==> config.mk <==
export PLATFORM = sky130hd
export DESIGN_NAME = i2c_master_transaction_sequencer_flat
export DESIGN_NICKNAME = d
export VERILOG_FILES = /design/src/rtl/i2cseq_pkg.sv /design/src/rtl/i2cseq_if.sv /design/src/rtl/i2cseq_cmd_store.sv /design/src/rtl/i2cseq_core.sv /design/src/rtl/i2c_master_transaction_sequencer.sv /design/src/flat_wrapper.sv
export SDC_FILE = /design/constraint.sdc
export NUM_CORES = 1
export LEC_CHECK = 0
export BUFFER_PORTS_ARGS = -buffer_cell sky130_fd_sc_hd__buf_2
export CAP_MARGIN = 10
export CORE_ASPECT_RATIO = 1.1
export CORE_MARGIN = 10
export CORE_UTILIZATION = 43
export CTS_BUF_LIST = sky130_fd_sc_hd__clkbuf_2
export DETAILED_ROUTE_END_ITERATION = 10
export GPL_ROUTABILITY_DRIVEN = 0
export SLEW_MARGIN = 20
export SYNTH_ARGS = -nofsm -noshare
export SYNTH_HDL_FRONTEND = slang
export SYNTH_SLANG_ARGS = --single-unit
==> constraint.sdc <==
create_clock -name clk -period 4.5 [get_ports clk]
set_input_delay 0.675 -clock clk [delete_from_list [all_inputs] [get_ports clk]]
set_output_delay 0.675 -clock clk [all_outputs]
set_load 0.05 [all_outputs]
==> src/rtl/i2cseq_pkg.sv <==
// Package with shared types and constants of the I2C transaction sequencer.
package i2cseq_pkg;

    // Depth of the command byte store.
    localparam int CMD_DEPTH = 16;
    localparam int CMD_AW    = (CMD_DEPTH > 1) ? $clog2(CMD_DEPTH) : 1;

    // Item command codes.
    localparam logic [1:0] CMD_LOAD   = 2'd0;
    localparam logic [1:0] CMD_START  = 2'd1;
    localparam logic [1:0] CMD_STATUS = 2'd2;

    // Bus action codes.
    localparam logic [1:0] ACT_NONE    = 2'd0;
    localparam logic [1:0] ACT_START   = 2'd1;
    localparam logic [1:0] ACT_STOP    = 2'd2;
    localparam logic [1:0] ACT_DISABLE = 2'd3;

    // Acknowledge control codes.
    localparam logic [1:0] ACK_KEEP = 2'd0;
    localparam logic [1:0] ACK_ACK  = 2'd1;
    localparam logic [1:0] ACK_NACK = 2'd2;

    // Transaction result codes.
    localparam logic [1:0] RES_OK        = 2'd0;
    localparam logic [1:0] RES_ADDR_NACK = 2'd1;
    localparam logic [1:0] RES_DATA_NACK = 2'd2;
    localparam logic [1:0] RES_UNKNOWN   = 2'd3;

    // Configuration register indexes.
    localparam logic [1:0] REG_TARGET_ADDR     = 2'd0;
    localparam logic [1:0] REG_COMMAND_LENGTH  = 2'd1;
    localparam logic [1:0] REG_RESPONSE_LENGTH = 2'd2;

    // Bus controller status codes with the low three bits cleared.
    localparam logic [7:0] ST_START    = 8'h08;
    localparam logic [7:0] ST_RSTART   = 8'h10;
    localparam logic [7:0] ST_AW_ACK   = 8'h18;
    localparam logic [7:0] ST_AW_NACK  = 8'h20;
    localparam logic [7:0] ST_DW_ACK   = 8'h28;
    localparam logic [7:0] ST_DW_NACK  = 8'h30;
    localparam logic [7:0] ST_ARB_LOST = 8'h38;
    localparam logic [7:0] ST_AR_ACK   = 8'h40;
    localparam logic [7:0] ST_AR_NACK  = 8'h48;
    localparam logic [7:0] ST_DR_ACK   = 8'h50;
    localparam logic [7:0] ST_DR_NACK  = 8'h58;

    typedef struct packed {
        logic [1:0] cmd;
        logic [7:0] status_code;
        logic [7:0] data_byte;
        logic [3:0] load_index;
    } item_t;

    typedef struct packed {
        logic       tx_valid;
        logic [7:0] tx_byte;
        logic [1:0] bus_action;
        logic [1:0] ack_control;
        logic       rx_valid;
        logic [7:0] rx_data;
        logic [7:0] rx_index;
        logic       done_res;
        logic [1:0] result_code;
        logic [7:0] bytes_received;
    } result_t;

    typedef struct packed {
        logic [6:0] target_addr;
        logic [4:0] command_length;
        logic [7:0] response_length;
    } cfg_t;

endpackage

==> src/rtl/i2cseq_if.sv <==
// Valid/ready channel interfaces for sequencer items and results.
interface i2cseq_item_if;
    logic       valid;
    logic       ready;
    logic [1:0] cmd;
    logic [7:0] status_code;
    logic [7:0] data_byte;
    logic [3:0] load_index;

    modport source (output valid, output cmd, output status_code, output data_byte,
                    output load_index, input ready);
    modport sink (input valid, input cmd, input status_code, input data_byte,
                  input load_index, output ready);
endinterface

interface i2cseq_result_if;
    logic       valid;
    logic       ready;
    logic       tx_valid;
    logic [7:0] tx_byte;
    logic [1:0] bus_action;
    logic [1:0] ack_control;
    logic       rx_valid;
    logic [7:0] rx_data;
    logic [7:0] rx_index;
    logic       done_res;
    logic [1:0] result_code;
    logic [7:0] bytes_received;

    modport source (output valid, output tx_valid, output tx_byte, output bus_action,
                    output ack_control, output rx_valid, output rx_data,
                    output rx_index, output done_res, output result_code,
                    output bytes_received, input ready);
    modport sink (input valid, input tx_valid, input tx_byte, input bus_action,
                  input ack_control, input rx_valid, input rx_data,
                  input rx_index, input done_res, input result_code,
                  input bytes_received, output ready);
endinterface

==> src/rtl/i2cseq_cmd_store.sv <==
// Generic RAM with one write port and one registered read port.
module i2cseq_cmd_store #(
    parameter int WIDTH = 8,
    parameter int DEPTH = 16
) (
    input  logic                     clk,
    input  logic                     we,
    input  logic [$clog2(DEPTH)-1:0] waddr,
    input  logic [WIDTH-1:0]         wdata,
    input  logic [$clog2(DEPTH)-1:0] raddr,
    output logic [WIDTH-1:0]         rdata
);

    logic [WIDTH-1:0] mem_reg [DEPTH];
    logic [WIDTH-1:0] rdata_reg;

    // Entries hold no reset value; the user must load them before use, which the store does not enforce.
    always_ff @(posedge clk)
    begin
        if (we)
        begin
            mem_reg[waddr] <= wdata;
        end
        rdata_reg <= mem_reg[raddr];
    end

    assign rdata = rdata_reg;

endmodule

==> src/rtl/i2cseq_core.sv <==
// Transaction state and status decode for one item per cycle while fire is high.
module i2cseq_core (
    input  logic                clk,
    input  logic                rst_n,
    input  logic                fire,
    input  i2cseq_pkg::item_t   item,
    input  i2cseq_pkg::cfg_t    cfg,
    output i2cseq_pkg::result_t res
);

    logic       busy_reg, busy_next;
    logic [7:0] addr_reg, addr_next;
    logic [7:0] count_reg, count_next;
    logic       byp_hit_reg, byp_hit_next;
    logic [7:0] byp_data_reg;

    logic                          store_we;
    logic [i2cseq_pkg::CMD_AW-1:0] store_waddr;
    logic [i2cseq_pkg::CMD_AW-1:0] store_raddr;
    logic [7:0]                    store_rdata;
    logic [7:0]                    cmd_byte;
    logic [8:0]                    eff_len;
    logic [7:0]                    status;
    logic                          report_count;

    i2cseq_cmd_store #(
        .WIDTH (8),
        .DEPTH (i2cseq_pkg::CMD_DEPTH)
    ) u_store (
        .clk   (clk),
        .we    (store_we),
        .waddr (store_waddr),
        .wdata (item.data_byte),
        .raddr (store_raddr),
        .rdata (store_rdata)
    );

    assign store_we = fire && (item.cmd == i2cseq_pkg::CMD_LOAD)
                      && (32'(item.load_index) < i2cseq_pkg::CMD_DEPTH);

    assign store_waddr = i2cseq_pkg::CMD_AW'(item.load_index);

    // The store is read at the counter value the next item sees, ahead of that item.
    assign store_raddr = fire ? i2cseq_pkg::CMD_AW'(count_next)
                              : i2cseq_pkg::CMD_AW'(count_reg);

    // A load into the entry fetched at the same edge is forwarded.
    assign byp_hit_next = store_we && (store_waddr == store_raddr);
    assign cmd_byte     = byp_hit_reg ? byp_data_reg : store_rdata;

    assign eff_len = (32'(cfg.command_length) > i2cseq_pkg::CMD_DEPTH)
                     ? 9'(i2cseq_pkg::CMD_DEPTH) : 9'(cfg.command_length);

    assign status = {item.status_code[7:3], 3'b000};

    always_comb
    begin
        res          = '0;
        busy_next    = busy_reg;
        addr_next    = addr_reg;
        count_next   = count_reg;
        report_count = 1'b0;
        case (item.cmd)
            i2cseq_pkg::CMD_START:
            begin
                if (!busy_reg)
                begin
                    if (cfg.command_length != 5'd0 || cfg.response_length != 8'd0)
                    begin
                        addr_next      = {cfg.target_addr,
                                          cfg.command_length == 5'd0};
                        busy_next      = 1'b1;
                        count_next     = 8'd0;
                        res.bus_action = i2cseq_pkg::ACT_START;
                        report_count   = 1'b1;
                    end
                    else
                    begin
                        // Nothing to send or receive: report done at once.
                        res.done_res = 1'b1;
                    end
                end
            end
            i2cseq_pkg::CMD_STATUS:
            begin
                report_count = 1'b1;
                case (status)
                    i2cseq_pkg::ST_START, i2cseq_pkg::ST_RSTART:
                    begin
                        res.tx_valid = 1'b1;
                        res.tx_byte  = addr_reg;
                    end
                    i2cseq_pkg::ST_AW_ACK, i2cseq_pkg::ST_DW_ACK:
                    begin
                        if ({1'b0, count_reg} < eff_len)
                        begin
                            res.tx_valid = 1'b1;
                            res.tx_byte  = cmd_byte;
                            count_next   = count_reg + 8'd1;
                        end
                        else if (cfg.response_length != 8'd0)
                        begin
                            // Switch to the read phase with a repeated start.
                            addr_next      = {addr_reg[7:1], 1'b1};
                            count_next     = 8'd0;
                            res.bus_action = i2cseq_pkg::ACT_START;
                        end
                        else
                        begin
                            res.bus_action  = i2cseq_pkg::ACT_STOP;
                            busy_next       = 1'b0;
                            res.done_res    = 1'b1;
                            res.result_code = i2cseq_pkg::RES_OK;
                        end
                    end
                    i2cseq_pkg::ST_AW_NACK, i2cseq_pkg::ST_AR_NACK:
                    begin
                        res.bus_action  = i2cseq_pkg::ACT_STOP;
                        busy_next       = 1'b0;
                        res.done_res    = 1'b1;
                        res.result_code = i2cseq_pkg::RES_ADDR_NACK;
                    end
                    i2cseq_pkg::ST_DW_NACK:
                    begin
                        res.bus_action  = i2cseq_pkg::ACT_STOP;
                        busy_next       = 1'b0;
                        res.done_res    = 1'b1;
                        res.result_code = i2cseq_pkg::RES_DATA_NACK;
                    end
                    i2cseq_pkg::ST_ARB_LOST:
                    begin
                        res.bus_action = i2cseq_pkg::ACT_START;
                    end
                    i2cseq_pkg::ST_DR_NACK:
                    begin
                        // Last response byte arrived; close the transaction.
                        res.rx_valid    = 1'b1;
                        res.rx_data     = item.data_byte;
                        res.rx_index    = count_reg;
                        count_next      = count_reg + 8'd1;
                        res.bus_action  = i2cseq_pkg::ACT_STOP;
                        busy_next       = 1'b0;
                        res.done_res    = 1'b1;
                        res.result_code = i2cseq_pkg::RES_OK;
                    end
                    i2cseq_pkg::ST_DR_ACK, i2cseq_pkg::ST_AR_ACK:
                    begin
                        if (status == i2cseq_pkg::ST_DR_ACK)
                        begin
                            res.rx_valid = 1'b1;
                            res.rx_data  = item.data_byte;
                            res.rx_index = count_reg;
                            count_next   = count_reg + 8'd1;
                        end
                        // Acknowledge unless the next byte is the last one.
                        if (({1'b0, count_next} + 9'd1) < {1'b0, cfg.response_length})
                        begin
                            res.ack_control = i2cseq_pkg::ACK_ACK;
                        end
                        else
                        begin
                            res.ack_control = i2cseq_pkg::ACK_NACK;
                        end
                    end
                    default:
                    begin
                        res.bus_action  = i2cseq_pkg::ACT_DISABLE;
                        busy_next       = 1'b0;
                        res.done_res    = 1'b1;
                        res.result_code = i2cseq_pkg::RES_UNKNOWN;
                    end
                endcase
            end
            default:
            begin
                // Loads produce an all-zero result; unused codes are ignored.
            end
        endcase
        if (report_count && addr_next[0])
        begin
            res.bytes_received = count_next;
        end
    end

    always_ff @(posedge clk or negedge rst_n)
    begin
        if (!rst_n)
        begin
            busy_reg     <= 1'b0;
            addr_reg     <= 8'd0;
            count_reg    <= 8'd0;
            byp_hit_reg  <= 1'b0;
            byp_data_reg <= 8'd0;
        end
        else
        begin
            byp_hit_reg  <= byp_hit_next;
            byp_data_reg <= item.data_byte;
            if (fire)
            begin
                busy_reg  <= busy_next;
                addr_reg  <= addr_next;
                count_reg <= count_next;
            end
        end
    end

    // A finished transaction leaves the block idle.
    assert property (@(posedge clk) disable iff (!rst_n)
        fire && res.done_res |=> !busy_reg)
        else $error("busy still set after transaction end");

    // Every delivered response byte advances the byte counter by one.
    assert property (@(posedge clk) disable iff (!rst_n)
        fire && res.rx_valid |=> count_reg == $past(count_reg) + 8'd1)
        else $error("byte counter did not advance on received byte");

    // One item never both sends and receives a byte.
    assert property (@(posedge clk) disable iff (!rst_n)
        !(res.tx_valid && res.rx_valid))
        else $error("transmit and receive in the same item");

    // Bytes received are only reported during the read phase.
    assert property (@(posedge clk) disable iff (!rst_n)
        fire && (res.bytes_received != 8'd0) |=> addr_reg[0])
        else $error("byte count reported outside the read phase");

endmodule

==> src/rtl/i2c_master_transaction_sequencer.sv <==
// Top level of the I2C master write-then-read transaction sequencer.
// The sequencer turns bus controller status events into the next bus step of
// one write-then-read I2C transaction and returns exactly one result item for
// every item it accepts. An accepted item waits in the input register; the
// decode and the update of the transaction state then land in the output
// register. A new item is taken in every cycle, so the sustained rate is
// one item per clock as long as the result side keeps taking results; the
// output register stalls the input register, and the input register stalls
// the item channel, when it does not.
// Command bytes are loaded with load items (one byte per item, positions at or
// beyond the store depth are ignored) before a start item opens the
// transaction; a start item while a transaction runs is ignored and yields an
// all-zero result. Configuration writes go straight to the registers and may
// be issued only while no item is in flight. Command store entries that were
// never loaded read back as arbitrary data, so command_length must not exceed
// the number of loaded bytes.
module i2c_master_transaction_sequencer (
    input  logic          clk,
    input  logic          rst_n,
    input  logic          cfg_we,
    input  logic [1:0]    cfg_index,
    input  logic [7:0]    cfg_data,
    i2cseq_item_if.sink   item,
    i2cseq_result_if.source result
);

    i2cseq_pkg::cfg_t    cfg_reg;
    i2cseq_pkg::item_t   in_item_reg;
    i2cseq_pkg::item_t   in_item;
    i2cseq_pkg::result_t out_res_reg;
    i2cseq_pkg::result_t core_res;
    logic                in_valid_reg;
    logic                out_valid_reg;
    logic                advance;

    // The input register hands its item to the core whenever the output
    // register is empty or is being emptied in this cycle.
    assign advance    = in_valid_reg && (!out_valid_reg || result.ready);
    assign item.ready = !in_valid_reg || advance;

    assign in_item.cmd         = item.cmd;
    assign in_item.status_code = item.status_code;
    assign in_item.data_byte   = item.data_byte;
    assign in_item.load_index  = item.load_index;

    always_ff @(posedge clk or negedge rst_n)
    begin
        if (!rst_n)
        begin
            cfg_reg <= '0;
        end
        else if (cfg_we)
        begin
            case (cfg_index)
                i2cseq_pkg::REG_TARGET_ADDR:     cfg_reg.target_addr     <= cfg_data[6:0];
                i2cseq_pkg::REG_COMMAND_LENGTH:  cfg_reg.command_length  <= cfg_data[4:0];
                i2cseq_pkg::REG_RESPONSE_LENGTH: cfg_reg.response_length <= cfg_data;
                default:
                begin
                    // Writes to unused indexes are dropped.
                end
            endcase
        end
    end

    always_ff @(posedge clk or negedge rst_n)
    begin
        if (!rst_n)
        begin
            in_valid_reg  <= 1'b0;
            out_valid_reg <= 1'b0;
        end
        else
        begin
            if (item.ready)
            begin
                in_valid_reg <= item.valid;
            end
            if (advance)
            begin
                out_valid_reg <= 1'b1;
            end
            else if (result.ready)
            begin
                out_valid_reg <= 1'b0;
            end
        end
    end

    always_ff @(posedge clk)
    begin
        if (item.valid && item.ready)
        begin
            in_item_reg <= in_item;
        end
        if (advance)
        begin
            out_res_reg <= core_res;
        end
    end

    i2cseq_core u_core (
        .clk   (clk),
        .rst_n (rst_n),
        .fire  (advance),
        .item  (in_item_reg),
        .cfg   (cfg_reg),
        .res   (core_res)
    );

    assign result.valid          = out_valid_reg;
    assign result.tx_valid       = out_res_reg.tx_valid;
    assign result.tx_byte        = out_res_reg.tx_byte;
    assign result.bus_action     = out_res_reg.bus_action;
    assign result.ack_control    = out_res_reg.ack_control;
    assign result.rx_valid       = out_res_reg.rx_valid;
    assign result.rx_data        = out_res_reg.rx_data;
    assign result.rx_index       = out_res_reg.rx_index;
    assign result.done_res       = out_res_reg.done_res;
    assign result.result_code    = out_res_reg.result_code;
    assign result.bytes_received = out_res_reg.bytes_received;

    // An item waiting in the input register is never dropped.
    assert property (@(posedge clk) disable iff (!rst_n)
        in_valid_reg && !advance |=> in_valid_reg)
        else $error("pending item lost from input register");

    // A result that is not taken stays in the output register.
    assert property (@(posedge clk) disable iff (!rst_n)
        out_valid_reg && !result.ready |=> out_valid_reg)
        else $error("pending result lost from output register");

    // The core only runs when the output register can take its result.
    assert property (@(posedge clk) disable iff (!rst_n)
        advance |-> !out_valid_reg || result.ready)
        else $error("core fired into a full output register");

endmodule

==> src/flat_wrapper.sv <==
// flat-port wrapper written by rule: the top's interface ports become plain ports
module i2c_master_transaction_sequencer_flat 
  (clk, rst_n, cfg_we, cfg_index, cfg_data, item_valid, item_cmd, item_status_code, item_data_byte, item_load_index, item_ready, result_valid, result_tx_valid, result_tx_byte, result_bus_action, result_ack_control, result_rx_valid, result_rx_data, result_rx_index, result_done_res, result_result_code, result_bytes_received, result_ready);
  i2cseq_item_if item_i ();
  i2cseq_result_if result_i ();
  input  logic clk;
  input  logic rst_n;
  input  logic cfg_we;
  input  logic [1:0] cfg_index;
  input  logic [7:0] cfg_data;
  input wire logic [$bits(item_i.valid)-1:0] item_valid;
  input wire logic [$bits(item_i.cmd)-1:0] item_cmd;
  input wire logic [$bits(item_i.status_code)-1:0] item_status_code;
  input wire logic [$bits(item_i.data_byte)-1:0] item_data_byte;
  input wire logic [$bits(item_i.load_index)-1:0] item_load_index;
  output wire logic [$bits(item_i.ready)-1:0] item_ready;
  output wire logic [$bits(result_i.valid)-1:0] result_valid;
  output wire logic [$bits(result_i.tx_valid)-1:0] result_tx_valid;
  output wire logic [$bits(result_i.tx_byte)-1:0] result_tx_byte;
  output wire logic [$bits(result_i.bus_action)-1:0] result_bus_action;
  output wire logic [$bits(result_i.ack_control)-1:0] result_ack_control;
  output wire logic [$bits(result_i.rx_valid)-1:0] result_rx_valid;
  output wire logic [$bits(result_i.rx_data)-1:0] result_rx_data;
  output wire logic [$bits(result_i.rx_index)-1:0] result_rx_index;
  output wire logic [$bits(result_i.done_res)-1:0] result_done_res;
  output wire logic [$bits(result_i.result_code)-1:0] result_result_code;
  output wire logic [$bits(result_i.bytes_received)-1:0] result_bytes_received;
  input wire logic [$bits(result_i.ready)-1:0] result_ready;
  assign item_i.valid = item_valid;
  assign item_i.cmd = item_cmd;
  assign item_i.status_code = item_status_code;
  assign item_i.data_byte = item_data_byte;
  assign item_i.load_index = item_load_index;
  assign item_ready = item_i.ready;
  assign result_valid = result_i.valid;
  assign result_tx_valid = result_i.tx_valid;
  assign result_tx_byte = result_i.tx_byte;
  assign result_bus_action = result_i.bus_action;
  assign result_ack_control = result_i.ack_control;
  assign result_rx_valid = result_i.rx_valid;
  assign result_rx_data = result_i.rx_data;
  assign result_rx_index = result_i.rx_index;
  assign result_done_res = result_i.done_res;
  assign result_result_code = result_i.result_code;
  assign result_bytes_received = result_i.bytes_received;
  assign result_i.ready = result_ready;
  i2c_master_transaction_sequencer u_core (.clk(clk), .rst_n(rst_n), .cfg_we(cfg_we), .cfg_index(cfg_index), .cfg_data(cfg_data), .item(item_i), .result(result_i));
endmodule
# After elaboration in Yosys (flattened, before gate mapping)
# Memory sizes are Yosys's and may differ from the RTL's. A register that Yosys moved wholly into a read port is not among the register bits.
# Index checks and enable logic that the tools add are counted.
dict set report word_totals {
  word_cells 129
  mem_bits_rw 128
  input_bits 37
  output_inout_bits 43
  reg_bits 111
  mem_count 1
}
dict set report op_classes {
  bitwise_logic 2
  n_addsub 2
  reduce_logical 30
  mux 47
  eq_ne 19
  order_cmp 3
}
# memory words width read_ports rd_clocked_by_memory_dff write_ports line_no
set mem_list {}
lappend mem_list {u_core.u_core.u_store.mem_reg 16 8 1 1 1 i2cseq_cmd_store.sv:14} ;# logic [WIDTH-1:0] mem_reg [DEPTH];
# operator count
set op_table {}
lappend op_table {{8-bit two-way mux} 10}
lappend op_table {{17-bit one-hot mux with 2 select lines} 1}
lappend op_table {{8-bit one-hot mux with 2 select lines} 2}
lappend op_table {{8-bit one-hot mux with 3 select lines} 1}
lappend op_table {{5-bit by 3-bit == test with 1-bit output, second input constant} 4}
lappend op_table {{5-bit by 4-bit == test with 1-bit output, second input constant} 4}
lappend op_table {{9-bit one-hot mux with 2 select lines} 1}
lappend op_table {{17-bit two-way mux} 1}
lappend op_table {{1-bit two-way mux} 16}
lappend op_table {{3-bit one-hot mux with 5 select lines} 1}
lappend op_table {{5-bit by 2-bit == test with 1-bit output, second input constant} 2}
lappend op_table {{5-bit AND reduction} 2}
lappend op_table {{8-bit by 1-bit adder with 9-bit output, second input constant} 1}
lappend op_table {{9-bit by 8-bit < comparator with 1-bit output} 1}
lappend op_table {{9-bit two-way mux} 1}
lappend op_table {{8-bit by 1-bit adder with 8-bit output, second input constant} 1}
lappend op_table {{8-bit by 5-bit < comparator with 1-bit output} 1}
lappend op_table {{1-bit one-hot mux with 2 select lines} 4}
lappend op_table {{2-bit one-hot mux with 4 select lines} 1}
lappend op_table {{2-bit AND reduction} 4}
lappend op_table {{8-bit nonzero test} 1}
lappend op_table {{2-bit OR reduction} 4}
lappend op_table {{4-bit OR reduction} 2}
lappend op_table {{2-bit two-way mux} 3}
lappend op_table {{other kinds (20)} 34}

# Longest topological paths before layout
# Gate-level depths: netlist of the first run.
dict set report depth {
  word_depth 9
  depth_mapped 16
  depth_no_buf 15
}

# Hierarchy
# Synthesis of the first run repeated with hierarchy kept, for this count alone.
dict set report unflattened {
  cells_unflattened 778
  area_unflattened_um2 11028.1
}
# mod cells_per_inst seq_area_each_um2 n_inst area_each_um2
set modules_own_cells {}
lappend modules_own_cells {i2cseq_cmd_store 229 4003.8 1 5147.4}
lappend modules_own_cells {i2cseq_core 435 650.6 1 3136.8}
lappend modules_own_cells {i2c_master_transaction_sequencer 114 2442.3 1 2743.9}

# Worst setup path after synthesis of the first run
# No wires, ideal clock.
dict set report synth_timing {
  kind {input to register}
  start {input port result_ready}
  end {memory u_core.u_core.u_store.mem_reg[1][0] (enable)}
  n_path_buf 2
  required_time_ns 4.117
  stages 7
  setup_slack_ns 0.521
  arrival_time_ns 3.596
  setup_ns 0.383
  cell_sequence {nand2b_1 nand2_1 clkbuf_1 inv_1 buf_1 nand4b_1 nor3_1}
}
dict set report synth_via {
  elab_chain_cells 5
}
# element line_no
set synth_rtl {}
lappend synth_rtl {{from (decl)} flat_wrapper.sv:28} ;# input wire logic [$bits(result_i.ready)-1:0] result_ready;
lappend synth_rtl {{1-bit logical OR} i2c_master_transaction_sequencer.sv:38} ;# assign advance = in_valid_reg && (!out_valid_reg || result.ready);
lappend synth_rtl {{1-bit logical AND} i2c_master_transaction_sequencer.sv:38}
lappend synth_rtl {{named net u_core.advance} i2c_master_transaction_sequencer.sv:34} ;# logic advance;
lappend synth_rtl {{1-bit logical AND} i2cseq_core.sv:38} ;# assign store_we = fire && (item.cmd == i2cseq_pkg::CMD_LOAD)
lappend synth_rtl {{1-bit two-way mux} i2cseq_cmd_store.sv:20} ;# if (we)
lappend synth_rtl {{1-bit two-way mux (not written as such)} i2cseq_cmd_store.sv:22} ;# mem_reg[waddr] <= wdata;
lappend synth_rtl {{to (decl)} i2cseq_cmd_store.sv:14}
# The timed path passes the listed nets, and every way through them passes these cells.

# Worst setup path in the final report of the first run
dict set report layout_timing {
  start {register u_core.in_item_reg[17] (netlist bit)}
  end {register u_core.u_core.u_store.rdata_reg[7], in the netlist u_core.u_core.u_store.rdata[7] (read register of u_core.u_core.u_store.mem_reg)}
}
dict set report layout_via {
  elab_chain_cells 7
  elab_cells_between_ends 13
  cone_classes {5 x eq/ne; 6 x mux; 2 x reduce/logical}
}
# element line_no
set layout_rtl {}
lappend layout_rtl {{from (decl)} i2c_master_transaction_sequencer.sv:28} ;# i2cseq_pkg::item_t in_item_reg;
lappend layout_rtl {{from (signal assigned)} i2c_master_transaction_sequencer.sv:94} ;# in_item_reg <= in_item;
lappend layout_rtl {{5-bit by 4-bit == test with 1-bit output} {i2cseq_core.sv:87, i2cseq_core.sv:148}}
lappend layout_rtl {{8-bit two-way mux} i2cseq_core.sv:148} ;# if (status == i2cseq_pkg::ST_DR_ACK)
lappend layout_rtl {{8-bit two-way mux} i2cseq_core.sv:87} ;# case (status)
lappend layout_rtl {{8-bit two-way mux} i2cseq_core.sv:63} ;# case (item.cmd)
lappend layout_rtl {{8-bit one-hot mux with 3 select lines (*)} i2cseq_core.sv:87}
lappend layout_rtl {{8-bit one-hot mux with 2 select lines (*)} i2cseq_core.sv:63}
lappend layout_rtl {{4-bit two-way mux (*)} i2cseq_core.sv:44} ;# assign store_raddr = fire ? i2cseq_pkg::CMD_AW'(count_next)
lappend layout_rtl {{to (decl)} i2cseq_cmd_store.sv:15} ;# logic [WIDTH-1:0] rdata_reg;
# Mark *: on every way between the ends. The rest lies on a longest branch, timed or not. The select of a mux whose other input is x is not followed.
# A chain may end at the register's enable or synchronous reset.

==> results of run 1 <==
[synthesized netlist by cell type (all sizes together), types with 5 or more instances]
library cell / n / area (um2)
a31oi: 5 / 52.55
nand3b: 5 / 37.54
nand2: 58 / 217.7
dfrtp: 48 / 1201
dfxtp: 8 / 160.2
edfxtp: 188 / 5645
clkbuf: 35 / 132.6
nor3: 17 / 95.09
inv: 31 / 116.4
buf: 20 / 115.1
and3: 40 / 250.2
a21oi: 44 / 220.2
xnor2: 17 / 148.9
and2: 9 / 56.31
nand2b: 10 / 62.56
o31a: 5 / 45.04
a221oi: 10 / 142.7
mux2: 37 / 435.4
ha: 17 / 212.7
o21ai: 46 / 230.2
a32oi: 16 / 140.1
a22o: 8 / 70.07
o21a: 8 / 60.06
a222oi: 16 / 160.2
o211ai: 41 / 307.8
nand3: 24 / 125.1
nor2: 58 / 240.2
o31ai: 16 / 125.1
mux2i: 8 / 80.08
[area by class of cell]
| cell class | instances | area [um2] |
|---|---|---|
| well taps | 352 | 440.4 |
| repair buffers | 134 | 873.3 |
| inverters | 31 | 116.4 |
| diodes | 1 | 2.502 |
| multi-input cells | 580 | 4089 |
| clock buffers | 86 | 430.4 |
| clock inverters | 24 | 125.1 |
| flip-flops and latches | 244 | 7007 |
| fillers | 2380 | 13060 |
[report_power, final]
part	switching [W]	internal [W]	leakage (nW)	total (W)
sequential	0.000124	0.00258	2.40	0.00270
combinational	0.000720	0.000390	2.12	0.00111
clock	0.000892	0.000576	0.415	0.00147
total	0.00174	0.00354	4.93	0.00528
[repair_timing]
| item | CTS | global route |
|---|---|---|
| buffers inserted | 0 | 0 |
| hold endpoints to repair | 72 | 0 |
| hold buffers | 23 | 0 |
[cells by family after synthesis]
group                      Yosys count  share of synthesized area
and+or+nand+nor                    255                     0.1183
adders and majority gates           17                    0.01858
AOI/OAI and AO/OA                  243                     0.1589
muxes                               45                    0.04503
xor gates and xnor gates            20                    0.01530
DFF                                244                     0.6121
buffers and inverters               86                    0.03181
[worst paths after layout]
kind                                             startpoint                                 endpoint  slack [ps]  cells after the start
max                        u_core.in_item_reg[17]$_DFFE_PP_   u_core.u_core.u_store.rdata[7]$_DFF_P_         520                     12
min                                             cfg_data[0]            u_core.cfg_reg[0]$_DFFE_PN0P_          70                      2
max reg2reg                u_core.in_item_reg[17]$_DFFE_PP_   u_core.u_core.u_store.rdata[7]$_DFF_P_         520                     12
min reg2reg                  u_core.cfg_reg[13]$_DFFE_PN0P_    u_core.u_core.addr_reg[1]$_DFFE_PN0P_         520                      1
max in group asynchronous                             rst_n  u_core.u_core.byp_data_reg[5]$_DFF_PN0_        3630                      3
min in group asynchronous                             rst_n   u_core.u_core.count_reg[5]$_DFFE_PN0P_         420                      3
[metal layers]
metal  vias to the layer above  global-route usage
li1                       3849                   -
met3                        66             0.03454
met2                       311              0.2979
met1                      3964              0.2188
met4                         0             0.06460
met5                         -                   0
[worst max-delay path, stage by stage, from the launching register on]
cell       delay, ps
edfxtp_1         430
nor4bb_1         400
nand2_1          160
inv_1            230
ha_1             360
o2bb2ai_1        190
a221oi_4         400
a31oi_4          210
nor2_4           500
buf_4            280
nor2_4            90
a221oi_1         440
o211ai_1         130
[stage by stage]
stage          instance area [um2]  instances  total power [W]  hold WS [ps]  setup slack (ps)
6_report                     13080       1452         0.005278         74.95             515.7
5_1_grt                      13080       1452         0.005558         21.75             260.3
4_1_cts                      13070       1451         0.005328         2.660             538.3
3_5_place_dp                 12290       1318         0.003835         485.1             565.2
3_3_place_gp                 12290       1318         0.003822         493.9             675.7
2_1_floorplan                11450        910         0.003481         379.4             520.7
[cell usage in the layout, fill, tap and decap left out, types with 17 or more instances in the layout]
master         count
a21oi_1           44
and3_1            40
buf_2             76
buf_4             35
clkbuf_2          86
clkinv_1          18
dfrtp_1           48
dlygate4sd3_1     23
edfxtp_1         188
ha_1              17
inv_1             30
mux2_2            32
nand2_1           58
nand3_1           23
nor2_1            54
o211ai_1          41
o21ai_0           44
xnor2_1           17
==> impl_results.md, run 1 <==
* Vias in the first global route at 8212
* DRC viols at 0
* Root buf cell: clkbuf_2
* Number of flops mapped to enable cells by yosys at 188
* GRT Util Overall at 0.1757
* # rows at 62
* Setup violators final at 0
* Number of synthesized register bits at 244
* Die Width at 175.6 um
* CP Class: flip-flop to flip-flop
* Maximum vdd drop at 0.2042 mV
* Final Hold Viols at 0
* Antenna violations before repair at 1
* Max Used Layer: met4
* Clock slew at reported path FFs at 120 ps
* WL met1 at 12420 um
* Leakage at 4.934 nW
* ANT nets after route at 0
* Final Core Density at 0.5005
* Core box area at 26140 um2
* IO buf count at 76
* Fraction of layout cells with a size suffix above 1 at 0.2457
* Synthesized net count at 964
* Final Slew Violations at 0
* # clock sinks at 244
* Worst Path Required at 5230 ps
* Skew-Pair Late Insertion Delay at 870 ps
* Vias per Instance at 5.640
* Longest Clk Path Bufs at 3
* Synthesized area at 11450 um2
* H-Tree Depth at 2
* DP HPWL at 19870 um
* IO Pins at 80
* Die Ht at 191.1 um
* CP Data Arrival Time at 4710 ps
* Fmax achieved at 0.2510 GHz
* Syn_area_per_cell at 12.58 um2
* CTS tree: done
* RSZ-0062 raised after global routing: no
* Layout area overhead at 14.30%
* CTS Buf Count at 60
* Final net count at 1105
* Pwr Density at 403.4 nW/um2
* Cells after Synth at 910
* Minimum clock period at 3984 ps
* Total number of vias at 8190
* Die area at 33550 um2
* Unique cell type count in the Yosys netlist at 82
* Crit. End Element: flip-flop
* DRT Pass-1 Iters at 5
* Seq/Total Area, Yosys at 0.6121
* Startpoint Class: flip-flop
* Setup TNS at 0 ps
* Clock Skews at 35.47 ps
* Total Wirelength at 30060 um
* Fraction of registers with async set/reset at 0.1967
* Drt first-iter violations at 679
* Max Cap Viol at 0
* Initial Util at 0.4379
* Period utilisation layout at 0.8854
* Metal3 WL at 2029 um
* Routed WL per cell at 20.70 um
* First-pass GRT wire length at 46530 um
* Commonest register cell after synthesis: edfxtp_1
* Slew HR at 0.2730
* Grt total ovfl at 0
* Yosys warning total at 0
* Worst Hold Class: primary input to flip-flop
* Max reg flops at 128
* Worst Path Max Fanout at 17
* Slew @ Worst Pin at 1091 ps
* Metal2 WL at 14850 um
* Largest net degree at the start of global routing at 61
* Status: finished clean
* CTS resizes at 0
Note: power is estimated with default switching activity, not from simulation.
==> run 2: changes to the inputs <==
- SETUP_SLACK_MARGIN: not set -> 0.1
- clock period: 4.5 -> 4.4 ns (I/O delays scaled with it)
==> run 2 against run 1 <==
  * Clock skew is 54 ps higher
  * Routed wire length decreased by 0.46%
  * Die area unchanged
  * Fmax decreased by 0.25%
  * Combinational power grew 4%
  * Critical path depth shrank 1
  * Sequential share of layout area down 0.30 points
  * Cell count up 0.55%
  * Setup slack lost 110 ps
  * Clock power about the same
  * Hold slack better by 130 ps
  * Sequential cell count did not move
  * Critical endpoint is now u_core.u_core.u_store.rdata[2]$_DFF_P_
  * Largest power group unchanged
==> impl_results.md, run 2 (same netlist as run 1, synthesis figures left out) <==
* Clk pwr share at 0.276
* CP Data Arrival Time at 4730 ps
* Met3 Resource Use GR at 0.03473
* Status: finished clean
* Largest net degree at the start of global routing at 61
* DP HPWL at 20160 um
* Clock slew at reported path FFs at 130 ps
* Antenna violations before repair at 1
* Seq pwr share at 0.510
* Internal at 0.003625 W
* Fraction of layout cells with a size suffix above 1 at 0.2466
* CTS Hold Buffers Added at 29
* Fillers at 2362
* Initial Util at 0.4379
* Skew-Pair Late Insertion Delay at 880 ps
* H-Tree Depth at 2
* Max reg flops at 128
* Setup violators final at 0
* Commonest non-fill, non-tap cell in the layout: edfxtp_1
* CTS resizes at 0
* CTS Buf Count at 59
* Core box area at 26140 um2
* Clock Skews at 89.68 ps
* # rows at 62
* Period utilisation layout at 0.9078
* Fmax achieved at 0.2504 GHz
* Switching portion of total power at 0.3271
* GRT Util Overall at 0.1755
* Die area at 33550 um2
* Total Wirelength at 29920 um
* Die Ht at 191.1 um
* Final Hold Viols at 0
* Grt total ovfl at 0
* ANT nets after route at 0
* DRC viols at 0
* Vias per Instance at 5.661
* Vias in the first global route at 8392
* Layout area overhead at 14.93%
* Crit. End Element: flip-flop
* First-pass GRT wire length at 46680 um
* Leakage at 4.978 nW
* Hold_ws at 208.5 ps
* GR Layer Usage met1 at 0.2160
* Worst Path Max Fanout at 10
* Pwr Density at 409.5 nW/um2
* CTS tree: done
* Final Slew Violations at 0
* Max Cap Viol at 0
* RSZ-0062 raised after global routing: no
* Worst Path Required at 5140 ps
* Routed WL per cell at 20.49 um
* GR peak layer: met2
* Met2 Resource Use GR at 0.2948
* Setup TNS at 0 ps
* Worst Hold Class: primary input to flip-flop
* Final net count at 1112
* Root buf cell: clkbuf_2
* CP Class: flip-flop to flip-flop
* # clock sinks at 244
* Total number of vias at 8265
* IO Pins at 80
* Maximum vdd drop at 0.1814 mV
* DRT Pass-1 Iters at 6
* Longest Clk Path Bufs at 3
* Drt first-iter violations at 681
* Fraction of power consumed by combinational cells at 0.214
* Minimum clock period at 3994 ps
* IO buf count at 76
* Net switching power at 0.001762 W
* Slew @ Worst Pin at 1055 ps
* Most frequent cells in the layout: edfxtp_1, clkbuf_2, buf_2
* Slew HR at 0.2953
* Startpoint Class: flip-flop
* Die Width at 175.6 um
* Postcts setup bufs at 0
run 2: changes by cell type in the layout (fill, tap and decap cells not counted), sizes merged:
| cell | previous run | this run |
|---|---|---|
| buf | 111 | 113 |
| inv | 31 | 32 |
| clkinvlp | 1 | 0 |
| dlygate4sd3 | 23 | 29 |
| clkbuf | 86 | 85 |
| clkinv | 22 | 23 |
run 2: stage by stage:
| step | util | power (W) | area, um2 | cells | setup WS, ps |
|---|---|---|---|---|---|
| 6_report | 0.5033 | 0.005387 | 13160 | 1460 | 405.8 |
| 3_3_place_gp | 0.4706 | 0.003903 | 12300 | 1320 | 683.1 |
| 4_1_cts | 0.5032 | 0.005441 | 13150 | 1459 | 531.7 |
| 3_5_place_dp | 0.4707 | 0.003922 | 12310 | 1320 | 624.5 |
| 2_1_floorplan | - | 0.003561 | 11450 | 910 | 435.7 |
| 5_1_grt | 0.5033 | 0.005687 | 13160 | 1460 | 199.7 |
run 2: area by class of cell:
type	count	area (um2)	share of cell area
diodes	1	2.502	0.0001902
clock buffers	85	425.4	0.03233
clock inverters	25	132.6	0.01008
inverters	31	116.4	0.008845
multi-input cells	580	4084	0.3104
flip-flops and latches	244	7007	0.5326
well taps	352	440.4	0.03348
repair buffers	142	948.4	0.07209
run 2: critical path, stage by stage, from the launching register on:
cell      delay [ps]
dfrtp_1          430
inv_1            130
nand2_1           70
ha_1             300
a21oi_1           70
o21ai_1          630
o211ai_1         400
o211a_1          240
o221ai_2         360
a21boi_1         690
a32oi_1          290
o211ai_1         210
run 2: final timing paths:
kind | slack (ps) | startpoint | end | cells past startpoint
setup reg to reg | 410 | u_core.cfg_reg[12]$_DFFE_PN0P_ | u_core.u_core.u_store.rdata[2]$_DFF_P_ | 11
setup / recovery | 410 | u_core.cfg_reg[12]$_DFFE_PN0P_ | u_core.u_core.u_store.rdata[2]$_DFF_P_ | 11
min in group asynchronous | 390 | rst_n | u_core.u_core.count_reg[4]$_DFFE_PN0P_ | 3
hold reg to reg | 520 | u_core.u_core.u_store.mem_reg[15][4]$_DFFE_PP_ | u_core.u_core.u_store.rdata[4]$_DFF_P_ | 2
max in group asynchronous | 3480 | rst_n | u_core.u_core.byp_data_reg[2]$_DFF_PN0_ | 3
hold / removal | 210 | result_ready | u_core.result.valid$_DFFE_PN0P_ | 3
run 2: power by group through the flow:
stage | logic [W] | clock network [W] | registers, W
5_1_grt | 0.00125 | 0.00168 | 0.00276
2_1_floorplan | 0.000719 | 0 | 0.00284
6_report | 0.00115 | 0.00149 | 0.00275
3_3_place_gp | 0.00111 | 0 | 0.00280
3_5_place_dp | 0.00112 | 0 | 0.00280
4_1_cts | 0.00115 | 0.00155 | 0.00275
run 2: per-layer routing:
layer,vias to the layer above,routed length (um)
met5,-,0
met1,4027,12240
li1,3857,-
met2,316,14720
met4,0,961
met3,65,2000
